==> src/rtl/core/rpnse_pkg.sv <==
`default_nettype none
// ----------------------------------------------------------------------------
// rpnse_pkg
// Shared types, codes and constants of the RPN stack evaluator.
// ----------------------------------------------------------------------------
package rpnse_pkg;

   localparam int OPCODE_WIDTH    = 3;
   localparam int NUMBER_WIDTH    = 32;
   localparam int STATUS_WIDTH    = 3;
   localparam int VALUE_WIDTH     = 32;

   localparam int DEF_STACK_DEPTH = 64;
   localparam int DEF_WORD_WIDTH  = 32;

   // Largest accepted push is one below this.
   localparam int PUSH_LIMIT      = 10;
   localparam int OPERANDS_NEEDED = 2;
   localparam int FINAL_DEPTH     = 1;

   typedef enum logic [OPCODE_WIDTH-1:0] {
      OP_PUSH   = 3'd0,
      OP_ADD    = 3'd1,
      OP_SUB    = 3'd2,
      OP_MUL    = 3'd3,
      OP_DIV    = 3'd4,
      OP_BAD    = 3'd5,
      OP_FINISH = 3'd6
   } opcode_type;

   typedef enum logic [STATUS_WIDTH-1:0] {
      ST_OK        = 3'd0,
      ST_UNDERFLOW = 3'd1,
      ST_TOO_LARGE = 3'd2,
      ST_BAD_TOKEN = 3'd3,
      ST_DIV_ZERO  = 3'd4,
      ST_BAD_DEPTH = 3'd5,
      ST_OVERFLOW  = 3'd6
   } status_type;

   typedef enum logic [2:0] {
      S_IDLE,
      S_DECODE,
      S_RD_B,
      S_RD_A,
      S_ITER,
      S_FIN_RD,
      S_DONE
   } state_type;

   typedef struct packed {
      logic start;
      logic is_div;
   } arith_ctl_type;

   typedef struct packed {
      logic busy;
      logic done;
   } arith_sts_type;

endpackage
`default_nettype wire

==> src/rtl/core/rpnse_req_if.sv <==
`default_nettype none
// ----------------------------------------------------------------------------
// rpnse_req_if
// Token channel: one classified token per transfer.
// ----------------------------------------------------------------------------
interface rpnse_req_if import rpnse_pkg::*; ();
   logic                           valid;
   logic                           ready;
   logic        [OPCODE_WIDTH-1:0] opcode;
   logic signed [NUMBER_WIDTH-1:0] number;

   modport source (output valid, output opcode, output number, input ready);
   modport sink   (input valid, input opcode, input number, output ready);
endinterface
`default_nettype wire

==> src/rtl/core/rpnse_rsp_if.sv <==
`default_nettype none
// ----------------------------------------------------------------------------
// rpnse_rsp_if
// Result channel: one status word per token.
// ----------------------------------------------------------------------------
interface rpnse_rsp_if import rpnse_pkg::*; ();
   logic                           valid;
   logic                           ready;
   logic        [STATUS_WIDTH-1:0] status;
   logic signed [VALUE_WIDTH-1:0]  value;
   logic                           done_res;

   modport source (output valid, output status, output value, output done_res,
                   input ready);
   modport sink   (input valid, input status, input value, input done_res,
                   output ready);
endinterface
`default_nettype wire

==> src/rtl/core/rpnse_arith_unit.sv <==
`default_nettype none
// ----------------------------------------------------------------------------
// rpnse_arith_unit
// Shared one-bit-per-cycle unit: shift-add multiply and restoring signed
// divide (truncating toward zero), WORD_WIDTH steps per operation.
// ----------------------------------------------------------------------------
module rpnse_arith_unit import rpnse_pkg::*; #(
   parameter int WORD_WIDTH = DEF_WORD_WIDTH
) (
   input  wire logic                  clock,
   input  wire logic                  reset,
   input  wire arith_ctl_type         ctl,
   input  wire logic [WORD_WIDTH-1:0] a,
   input  wire logic [WORD_WIDTH-1:0] b,
   output      arith_sts_type         sts,
   output      logic [WORD_WIDTH-1:0] result
);

   localparam int CW = $clog2(WORD_WIDTH + 1);

   logic                  busy_ff, busy_in;
   logic                  done_ff, done_in;
   logic [CW-1:0]         cnt_ff, cnt_in;
   logic                  div_ff, div_in;
   logic                  neg_ff, neg_in;
   logic [WORD_WIDTH-1:0] acc_ff, acc_in;  // product / remainder
   logic [WORD_WIDTH-1:0] x_ff, x_in;      // multiplicand / dividend-quotient
   logic [WORD_WIDTH-1:0] y_ff, y_in;      // multiplier / divisor

   logic [WORD_WIDTH:0]   rem_sh;
   logic [WORD_WIDTH:0]   rem_sub;
   logic                  rem_ge;

   always_comb begin
      rem_sh  = {acc_ff, x_ff[WORD_WIDTH-1]};
      rem_sub = rem_sh - {1'b0, y_ff};
      rem_ge  = (rem_sh >= {1'b0, y_ff});
   end

   always_comb begin
      busy_in = busy_ff;
      done_in = 1'b0;
      cnt_in  = cnt_ff;
      div_in  = div_ff;
      neg_in  = neg_ff;
      acc_in  = acc_ff;
      x_in    = x_ff;
      y_in    = y_ff;
      if (ctl.start) begin
         busy_in = 1'b1;
         cnt_in  = CW'(WORD_WIDTH);
         div_in  = ctl.is_div;
         acc_in  = '0;
         if (ctl.is_div) begin
            neg_in = a[WORD_WIDTH-1] ^ b[WORD_WIDTH-1];
            x_in   = a[WORD_WIDTH-1] ? (~a + 1'b1) : a;
            y_in   = b[WORD_WIDTH-1] ? (~b + 1'b1) : b;
         end else begin
            neg_in = 1'b0;
            x_in   = a;
            y_in   = b;
         end
      end else if (busy_ff) begin
         cnt_in = cnt_ff - 1'b1;
         if (cnt_ff == CW'(1)) begin
            busy_in = 1'b0;
            done_in = 1'b1;
         end
         if (div_ff) begin
            acc_in = rem_ge ? rem_sub[WORD_WIDTH-1:0] : rem_sh[WORD_WIDTH-1:0];
            x_in   = {x_ff[WORD_WIDTH-2:0], rem_ge};
         end else begin
            // add the shifted multiplicand where the multiplier bit is set
            acc_in = y_ff[0] ? (acc_ff + x_ff) : acc_ff;
            x_in   = {x_ff[WORD_WIDTH-2:0], 1'b0};
            y_in   = {1'b0, y_ff[WORD_WIDTH-1:1]};
         end
      end
   end

   always_ff @(posedge clock) begin
      if (reset) begin
         busy_ff <= 1'b0;
         done_ff <= 1'b0;
         cnt_ff  <= '0;
      end else begin
         busy_ff <= busy_in;
         done_ff <= done_in;
         cnt_ff  <= cnt_in;
      end
   end

   always_ff @(posedge clock) begin
      div_ff <= div_in;
      neg_ff <= neg_in;
      acc_ff <= acc_in;
      x_ff   <= x_in;
      y_ff   <= y_in;
   end

   always_comb begin
      sts.busy = busy_ff;
      sts.done = done_ff;
      if (div_ff) begin
         result = neg_ff ? (~x_ff + 1'b1) : x_ff;
      end else begin
         result = acc_ff;
      end
   end

endmodule
`default_nettype wire

==> src/rtl/core/rpn_stack_evaluator_unit.sv <==
`default_nettype none
// ----------------------------------------------------------------------------
// rpn_stack_evaluator_unit
// Reverse Polish evaluator over a single-port-read synchronous operand stack.
// ----------------------------------------------------------------------------
//
//  Channel   Direction  Transfer carries
//  --------  ---------  -------------------------------------------------
//  req_chan  in         opcode (3b), number (32b signed) - one token
//  rsp_chan  out        status (3b), value (32b signed), done_res (1b)
//
//  Path per token through the states: push, bad token, a token that meets a
//  held error, an operator short of operands and a finish that reports an
//  error go from S_DECODE straight to S_DONE; a finish that reads the lone
//  value passes S_FIN_RD; add, subtract and a divide by zero pass S_RD_B and
//  S_RD_A, which read two stack entries through the one read port; multiply
//  and divide pass them too, then wait in S_ITER on the one-bit-per-cycle arithmetic unit.
//  Reset clears depth, error status and the handshake; stack contents stay
//  undefined and are never read before being written, so no clearing pass.
//  A result waits in the output register; a new token is taken while it
//  waits, and only the next result load stalls on rsp_chan.ready.
//
module rpn_stack_evaluator_unit import rpnse_pkg::*; #(
   parameter int STACK_DEPTH = DEF_STACK_DEPTH,
   parameter int WORD_WIDTH  = DEF_WORD_WIDTH
) (
   input  wire logic    clock,
   input  wire logic    reset,
   rpnse_req_if.sink    req_chan,
   rpnse_rsp_if.source  rsp_chan
);

   localparam int DW = $clog2(STACK_DEPTH + 1);  // depth counter
   localparam int AW = $clog2(STACK_DEPTH);      // stack address

   // Control state
   state_type                    state_ff, state_in;
   logic [DW-1:0]                depth_ff, depth_in;
   status_type                   err_ff, err_in;
   logic                         rsp_valid_ff, rsp_valid_in;

   // Token and result payload
   logic [OPCODE_WIDTH-1:0]      op_ff, op_in;
   logic signed [NUMBER_WIDTH-1:0] num_ff, num_in;
   logic [WORD_WIDTH-1:0]        opb_ff, opb_in;
   status_type                   pst_ff, pst_in;
   logic signed [VALUE_WIDTH-1:0] pval_ff, pval_in;
   status_type                   rsp_status_ff, rsp_status_in;
   logic signed [VALUE_WIDTH-1:0] rsp_value_ff, rsp_value_in;
   logic                         rsp_done_ff, rsp_done_in;

   // Operand stack
   logic [WORD_WIDTH-1:0]        stack_mem [STACK_DEPTH];
   logic signed [WORD_WIDTH-1:0] rd_data_ff;
   logic [AW-1:0]                rd_addr;
   logic [AW-1:0]                wr_addr;
   logic [WORD_WIDTH-1:0]        wr_data;
   logic                         mem_we;

   // Arithmetic unit
   arith_ctl_type                arith_ctl;
   arith_sts_type                arith_sts;
   logic [WORD_WIDTH-1:0]        arith_res;

   logic                         req_xfer;
   logic                         load_rsp;
   logic [DW-1:0]                depth_m1;
   logic [DW-1:0]                depth_m2;

   rpnse_arith_unit #(
      .WORD_WIDTH (WORD_WIDTH)
   ) u_arith (
      .clock  (clock),
      .reset  (reset),
      .ctl    (arith_ctl),
      .a      (rd_data_ff),
      .b      (opb_ff),
      .sts    (arith_sts),
      .result (arith_res)
   );

   assign req_chan.ready    = (state_ff == S_IDLE);
   assign req_xfer          = req_chan.valid && req_chan.ready;
   assign load_rsp          = (state_ff == S_DONE) && (!rsp_valid_ff || rsp_chan.ready);
   assign depth_m1          = depth_ff - DW'(FINAL_DEPTH);
   assign depth_m2          = depth_ff - DW'(OPERANDS_NEEDED);

   assign rsp_chan.valid    = rsp_valid_ff;
   assign rsp_chan.status   = rsp_status_ff;
   assign rsp_chan.value    = rsp_value_ff;
   assign rsp_chan.done_res = rsp_done_ff;

   // Next state
   always_comb begin
      state_in = state_ff;
      case (state_ff)
         S_IDLE: begin
            if (req_xfer) begin
               state_in = S_DECODE;
            end
         end
         S_DECODE: begin
            if (op_ff == OP_FINISH) begin
               if (err_ff == ST_OK && depth_ff == DW'(FINAL_DEPTH)) begin
                  state_in = S_FIN_RD;
               end else begin
                  state_in = S_DONE;
               end
            end else if (err_ff == ST_OK && op_ff inside {OP_ADD, OP_SUB, OP_MUL, OP_DIV}
                         && depth_ff >= DW'(OPERANDS_NEEDED)) begin
               state_in = S_RD_B;
            end else begin
               state_in = S_DONE;
            end
         end
         S_RD_B: begin
            state_in = S_RD_A;
         end
         S_RD_A: begin
            if (op_ff == OP_MUL || (op_ff == OP_DIV && opb_ff != '0)) begin
               state_in = S_ITER;
            end else begin
               state_in = S_DONE;
            end
         end
         S_ITER: begin
            if (arith_sts.done) begin
               state_in = S_DONE;
            end
         end
         S_FIN_RD: begin
            state_in = S_DONE;
         end
         S_DONE: begin
            if (load_rsp) begin
               state_in = S_IDLE;
            end
         end
         default: begin
            state_in = S_IDLE;
         end
      endcase
   end

   // Datapath, stack access and result
   always_comb begin
      op_in         = op_ff;
      num_in        = num_ff;
      depth_in      = depth_ff;
      err_in        = err_ff;
      opb_in        = opb_ff;
      pst_in        = pst_ff;
      pval_in       = pval_ff;
      rd_addr       = depth_m1[AW-1:0];
      wr_addr       = depth_m2[AW-1:0];
      wr_data       = '0;
      mem_we        = 1'b0;
      arith_ctl     = '0;
      rsp_valid_in  = rsp_valid_ff && !rsp_chan.ready;
      rsp_status_in = rsp_status_ff;
      rsp_value_in  = rsp_value_ff;
      rsp_done_in   = rsp_done_ff;

      case (state_ff)
         S_IDLE: begin
            if (req_xfer) begin
               op_in  = req_chan.opcode;
               num_in = req_chan.number;
            end
         end
         S_DECODE: begin
            // top entry read issued here: b for an operator, stack[0] on finish
            pval_in = '0;
            if (op_ff == OP_FINISH) begin
               if (err_ff != ST_OK) begin
                  pst_in = err_ff;
               end else if (depth_ff != DW'(FINAL_DEPTH)) begin
                  pst_in = ST_BAD_DEPTH;
               end else begin
                  pst_in = ST_OK;
               end
               depth_in = '0;
               err_in   = ST_OK;
            end else begin
               if (err_ff == ST_OK) begin
                  case (op_ff)
                     OP_PUSH: begin
                        if (!num_ff[NUMBER_WIDTH-1]
                            && num_ff >= NUMBER_WIDTH'(PUSH_LIMIT)) begin
                           err_in = ST_TOO_LARGE;
                        end else if (depth_ff == DW'(STACK_DEPTH)) begin
                           err_in = ST_OVERFLOW;
                        end else begin
                           mem_we   = 1'b1;
                           wr_addr  = depth_ff[AW-1:0];
                           wr_data  = WORD_WIDTH'(num_ff);
                           depth_in = depth_ff + 1'b1;
                        end
                     end
                     OP_ADD, OP_SUB, OP_MUL, OP_DIV: begin
                        if (depth_ff < DW'(OPERANDS_NEEDED)) begin
                           err_in = ST_UNDERFLOW;
                        end
                     end
                     default: begin
                        err_in = ST_BAD_TOKEN;
                     end
                  endcase
               end
               pst_in = err_in;
            end
         end
         S_RD_B: begin
            // hold b, fetch a
            opb_in  = rd_data_ff;
            rd_addr = depth_m2[AW-1:0];
         end
         S_RD_A: begin
            case (op_ff)
               OP_ADD: begin
                  mem_we   = 1'b1;
                  wr_data  = rd_data_ff + opb_ff;
                  depth_in = depth_m1;
               end
               OP_SUB: begin
                  mem_we   = 1'b1;
                  wr_data  = rd_data_ff - opb_ff;
                  depth_in = depth_m1;
               end
               OP_MUL: begin
                  arith_ctl.start  = 1'b1;
                  arith_ctl.is_div = 1'b0;
               end
               default: begin
                  // divide: a zero divisor drops both operands
                  if (opb_ff == '0) begin
                     err_in   = ST_DIV_ZERO;
                     depth_in = depth_m2;
                  end else begin
                     arith_ctl.start  = 1'b1;
                     arith_ctl.is_div = 1'b1;
                  end
               end
            endcase
            pst_in = err_in;
         end
         S_ITER: begin
            if (arith_sts.done) begin
               mem_we   = 1'b1;
               wr_data  = arith_res;
               depth_in = depth_m1;
            end
         end
         S_FIN_RD: begin
            pval_in = VALUE_WIDTH'(rd_data_ff);
         end
         S_DONE: begin
            if (load_rsp) begin
               rsp_valid_in  = 1'b1;
               rsp_status_in = pst_ff;
               rsp_value_in  = pval_ff;
               rsp_done_in   = (op_ff == OP_FINISH);
            end
         end
         default: begin
         end
      endcase
   end

   always_ff @(posedge clock) begin
      if (reset) begin
         state_ff     <= S_IDLE;
         depth_ff     <= '0;
         err_ff       <= ST_OK;
         rsp_valid_ff <= 1'b0;
      end else begin
         state_ff     <= state_in;
         depth_ff     <= depth_in;
         err_ff       <= err_in;
         rsp_valid_ff <= rsp_valid_in;
      end
   end

   always_ff @(posedge clock) begin
      op_ff         <= op_in;
      num_ff        <= num_in;
      opb_ff        <= opb_in;
      pst_ff        <= pst_in;
      pval_ff       <= pval_in;
      rsp_status_ff <= rsp_status_in;
      rsp_value_ff  <= rsp_value_in;
      rsp_done_ff   <= rsp_done_in;
   end

   // Operand stack: one write port, one registered read port
   always_ff @(posedge clock) begin
      if (mem_we) begin
         stack_mem[wr_addr] <= wr_data;
      end
      rd_data_ff <= stack_mem[rd_addr];
   end

   // ------------------------------------------------------------------------
   // Assertions
   // ------------------------------------------------------------------------
   a_depth_bound : assert property (@(posedge clock) disable iff (reset)
      depth_ff <= DW'(STACK_DEPTH))
      else $error("stack depth beyond capacity");

   a_no_write_on_error : assert property (@(posedge clock) disable iff (reset)
      mem_we |-> err_ff == ST_OK)
      else $error("stack written while an error is held");

   a_arith_done_in_iter : assert property (@(posedge clock) disable iff (reset)
      (arith_sts.busy || arith_sts.done) |-> state_ff == S_ITER)
      else $error("arithmetic unit active outside the wait state");

   a_finish_clears : assert property (@(posedge clock) disable iff (reset)
      (load_rsp && op_ff == OP_FINISH) |=> depth_ff == '0 && err_ff == ST_OK)
      else $error("finish left stack or error status behind");

endmodule
`default_nettype wire

==> src/flat_wrapper.sv <==
// flat-port wrapper written by rule: the top's interface ports become plain ports
module rpn_stack_evaluator_unit_flat import rpnse_pkg::*;
#(
   parameter int STACK_DEPTH = DEF_STACK_DEPTH,
   parameter int WORD_WIDTH  = DEF_WORD_WIDTH
)
  (clock, reset, req_chan_valid, req_chan_opcode, req_chan_number, req_chan_ready, rsp_chan_valid, rsp_chan_status, rsp_chan_value, rsp_chan_done_res, rsp_chan_ready);
  rpnse_req_if req_chan_i ();
  rpnse_rsp_if rsp_chan_i ();
  input  wire logic clock;
  input  wire logic reset;
  input wire logic [$bits(req_chan_i.valid)-1:0] req_chan_valid;
  input wire logic [$bits(req_chan_i.opcode)-1:0] req_chan_opcode;
  input wire logic [$bits(req_chan_i.number)-1:0] req_chan_number;
  output wire logic [$bits(req_chan_i.ready)-1:0] req_chan_ready;
  output wire logic [$bits(rsp_chan_i.valid)-1:0] rsp_chan_valid;
  output wire logic [$bits(rsp_chan_i.status)-1:0] rsp_chan_status;
  output wire logic [$bits(rsp_chan_i.value)-1:0] rsp_chan_value;
  output wire logic [$bits(rsp_chan_i.done_res)-1:0] rsp_chan_done_res;
  input wire logic [$bits(rsp_chan_i.ready)-1:0] rsp_chan_ready;
  assign req_chan_i.valid = req_chan_valid;
  assign req_chan_i.opcode = req_chan_opcode;
  assign req_chan_i.number = req_chan_number;
  assign req_chan_ready = req_chan_i.ready;
  assign rsp_chan_valid = rsp_chan_i.valid;
  assign rsp_chan_status = rsp_chan_i.status;
  assign rsp_chan_value = rsp_chan_i.value;
  assign rsp_chan_done_res = rsp_chan_i.done_res;
  assign rsp_chan_i.ready = rsp_chan_ready;
  rpn_stack_evaluator_unit #(.STACK_DEPTH(STACK_DEPTH), .WORD_WIDTH(WORD_WIDTH)) u_core (.clock(clock), .reset(reset), .req_chan(req_chan_i), .rsp_chan(rsp_chan_i));
endmodule
==> config.mk <==
export PLATFORM = sky130hd
export DESIGN_NAME = rpn_stack_evaluator_unit_flat
export DESIGN_NICKNAME = d
export VERILOG_FILES = /design/src/rtl/core/rpnse_pkg.sv /design/src/rtl/core/rpnse_req_if.sv /design/src/rtl/core/rpnse_rsp_if.sv /design/src/rtl/core/rpnse_arith_unit.sv /design/src/rtl/core/rpn_stack_evaluator_unit.sv /design/src/flat_wrapper.sv
export SDC_FILE = /design/constraint.sdc
export NUM_CORES = 2
export LEC_CHECK = 0
export BUFFER_PORTS_ARGS = -buffer_cell sky130_fd_sc_hd__buf_2
export CAP_MARGIN = 15
export CORE_MARGIN = 2
export CORE_UTILIZATION = 40
export DETAILED_ROUTE_END_ITERATION = 16
export HOLD_SLACK_MARGIN = 0.03
export SLEW_MARGIN = 20
export SYNTH_ARGS = -nofsm -noshare
export SYNTH_HDL_FRONTEND = slang
export SYNTH_SLANG_ARGS = --single-unit
==> constraint.sdc <==
create_clock -name clock -period 10.1 [get_ports clock]
set_clock_uncertainty 0.05 [all_clocks]
set_input_delay 1.515 -clock clock [delete_from_list [all_inputs] [get_ports clock]]
set_output_delay 1.515 -clock clock [all_outputs]
set_load 0.005 [all_outputs]
==> out/summary.txt <==
status: completed
first-pass GRT wire length: 386000 µm
CP max FO: 48
Cell Rows: 181
post-layout net count: 5875
peak supply drop: 0.155 mV
pre-CTS setup slack: 4.08 ns
Overflow after GRT: 0
DR vias: 53700
CP endpoint kind: flip-flop
actual slew at the worst max-slew pin: 1.33 ns
DR pass1 iterations: 6
# hold bufs at CTS: 0
Seq/Total Area, Yosys: 70.7%
DP Wirelength: 160000 µm
Syn Inst Count: 5534
CTS HTree Levels: 4
DRT antenna net count: 0
die area: 0.249 mm²
P&R area growth vs syn: 13.7%
Synth top area share: 68.9%
WP data required: 10.64 ns
total power: 24000 µW
syn avg cell area: 17.7 µm²
largest net degree at the start of global routing: 137
Die Span X: 499 µm
initial drt markers: 5716
Synth Flop Type: edfxtp_1
leakage power: 0.0357 µW
postcts setup bufs: 0
Slew Limit Fails: 0
Worst EP arrival: 6.65 ns
I/O pins: 77
Die Height: 499 µm
Post-Route WL: 272000 µm
layout cells sized above 1: 22.2%
Post-DP Area: 0.104 mm²
Peak Freq: 0.164 GHz
Yosys top cell by area: edfxtp_1
Starting Density: 40.3%
setup ws final: 3.99 ns
clock buffer depth: 3
relative slew slack: 11.0%
PwrDens: 215 mW/mm²
TritonCTS Buffers: 232
Core ar.: 0.244 mm²
Via density: 5.87
vias in the first global route: 52100
Synth Register Bits: 2338
Unique masters post-synth: 83
# setup viols final: 0
count leader, synth: edfxtp_1
Post-Route Setup TNS: 0 ns
gpl congestion: 0.902
YS warnings: 0
Hold Crit Class: reg2reg
Mapped Nets: 5684
Synth top cells by count: edfxtp_1 (2252), mux4_2 (544), a21oi_1 (292), nor2_1 (279), nand2_1 (205)
final period utilization: 60.5%
Setup CP Type: reg2reg
post-route cell area: 0.112 mm²
Post-synth EDFFs: 2252
Synth Cell Area: 0.0981 mm²
DRC Markers: 0
unrepaired setup endpoints after global routing: no
min Tclk post-route: 6.11 ns
mean routed wirelength per cell: 29.8 µm
clk sinks: 2338
final hold violation count: 0
MaxCap Viol Count: 0
Area contributors post-synth: edfxtp_1 (69%), mux4_2 (12%), dfxtp_1 (1.8%), mux2i_1 (1.5%), a21oi_1 (1.5%)
initial antenna violation count: 17
TritonCTS clock tree: yes
# resized after CTS: 0
GRT Total Usage: 21.5%
Clk pin slew, worst setup/hold paths: 0.06 ns
crit start category: flip-flop
CTS root buffer: clkbuf_16
clock latency on the worst-skew pair: 0.90 ns
port bufs: 76
Async SR Flop Fraction: 0%
reg2reg setup slack: 3.99 ns
path summary, 6_finish.rpt:
check / endpoint / from / cells past startpoint
worst max-delay path: u_core.stack_mem[44][16] / u_core.opb_ff[0] / 19
worst min-delay path: u_core.rsp_chan.value[24] / u_core.pval_ff[24] / 0
worst max register to register: u_core.stack_mem[44][16] / u_core.opb_ff[0] / 19
worst min register to register: u_core.rsp_chan.value[24] / u_core.pval_ff[24] / 0
layout make-up:
type	instances	area, µm²
antenna	20	50.0
clock buffer	290	6090
clock inverter	146	1690
fill	20600	132000
inverter	80	300
multi-input combinational	2814	28100
sequential	2338	69300
tap	3202	4010
timing repair buffer	259	1930
sequential cells by signal (all words and copies together) (netlist names), 3 cells and up:
signal / count
u_core.u_arith.x_ff: 32
u_core.err_ff: 3
u_core.state_ff: 3
u_core.pst_ff: 3
u_core.stack_mem: 2048
u_core.num_ff: 32
u_core.opb_ff: 32
u_core.rsp_chan.value: 32
u_core.pval_ff: 32
u_core.rsp_chan.status: 3
u_core.depth_ff: 7
u_core.u_arith.cnt_ff: 6
u_core.op_ff: 3
u_core.u_arith.acc_ff: 32
u_core.u_arith.y_ff: 32
u_core.rd_data_ff: 32
stage by stage:
stage / std cells / util [%] / hold slack [ns]
final: 9149 / 45.8 / 0.368
after global routing: 9135 / 45.8 / 0.375
after CTS: 9127 / 45.7 / 0.370
after detailed placement: 8691 / 42.5 / 0.355
after global placement: 8690 / 42.5 / 0.358
after floorplan: 5534 / - / 0.350
kinds of logic (layout without fill, tap and decap cells):
group / Yosys count / count (layout) / synth area share (%)
simple gates: 911 / 911 / 4.55
buf+inv: 382 / 775 / 1.70
mux: 708 / 708 / 14.2
compound gates: 887 / 887 / 5.72
fa+ha+maj: 112 / 112 / 1.45
flops: 2338 / 2338 / 70.7
other cells: 0 / 20 / 0
xor+xnor: 196 / 196 / 1.75
metal layers:
layer	up-vias	routed length (µm)	GRT usage, %
li1	22800	-	-
met1	28300	115000	30.5
met2	2217	129000	34.3
met3	376	21000	3.56
met4	10	7640	6.07
met5	-	64	0
power by group:
part	internal, µW	switching (µW)
clock network	4950	3790
registers	10700	372
logic	1630	2480
critical path, cell delays in order (launching register included):
cell and delay (ns):
edfxtp_1 0.43, inv_1 0.12, ha_1 0.20, or3b_2 0.49
nor3_1 0.51, nand2_1 0.26, nand2_1 0.15, xor2_1 0.18
ha_1 0.30, a41o_1 0.24, a221oi_1 0.34, o21bai_1 0.12
a221oi_1 0.35, a21oi_1 0.23, and2_1 0.28, o21a_1 0.19
nor2_1 0.10, xnor2_1 0.10, o21ai_4 0.53, buf_4 0.56
layout by cell type (no fill, tap or decap), types with 17 or more instances in the layout:
cell | Yosys | layout
clkinv_1 | 1 | 35
ha_1 | 108 | 108
clkinvlp_4 | 0 | 17
nand4_1 | 22 | 22
xnor2_1 | 92 | 90
nor4_1 | 31 | 31
mux2i_1 | 150 | 149
xor2_1 | 104 | 102
nor2b_1 | 145 | 145
a21oi_1 | 292 | 290
o21ai_4 | 0 | 18
clkbuf_1 | 194 | 51
and3_1 | 45 | 44
mux4_2 | 544 | 544
buf_4 | 23 | 170
nor2_4 | 0 | 66
clkbuf_16 | 0 | 232
o21ai_0 | 180 | 162
bufinv_16 | 0 | 25
o31ai_1 | 20 | 18
nand2_1 | 205 | 202
or3_1 | 18 | 18
nand3_1 | 25 | 25
a211oi_1 | 175 | 175
buf_2 | 41 | 76
clkinv_2 | 0 | 44
diode_2 | 0 | 20
o21a_1 | 18 | 18
nor2_1 | 279 | 211
nand2b_1 | 22 | 21
dfxtp_1 | 86 | 86
nor3_1 | 59 | 59
a21o_1 | 39 | 39
edfxtp_1 | 2252 | 2252
inv_1 | 77 | 77
a31oi_1 | 19 | 17
Note: power is estimated with default switching activity, not from simulation.
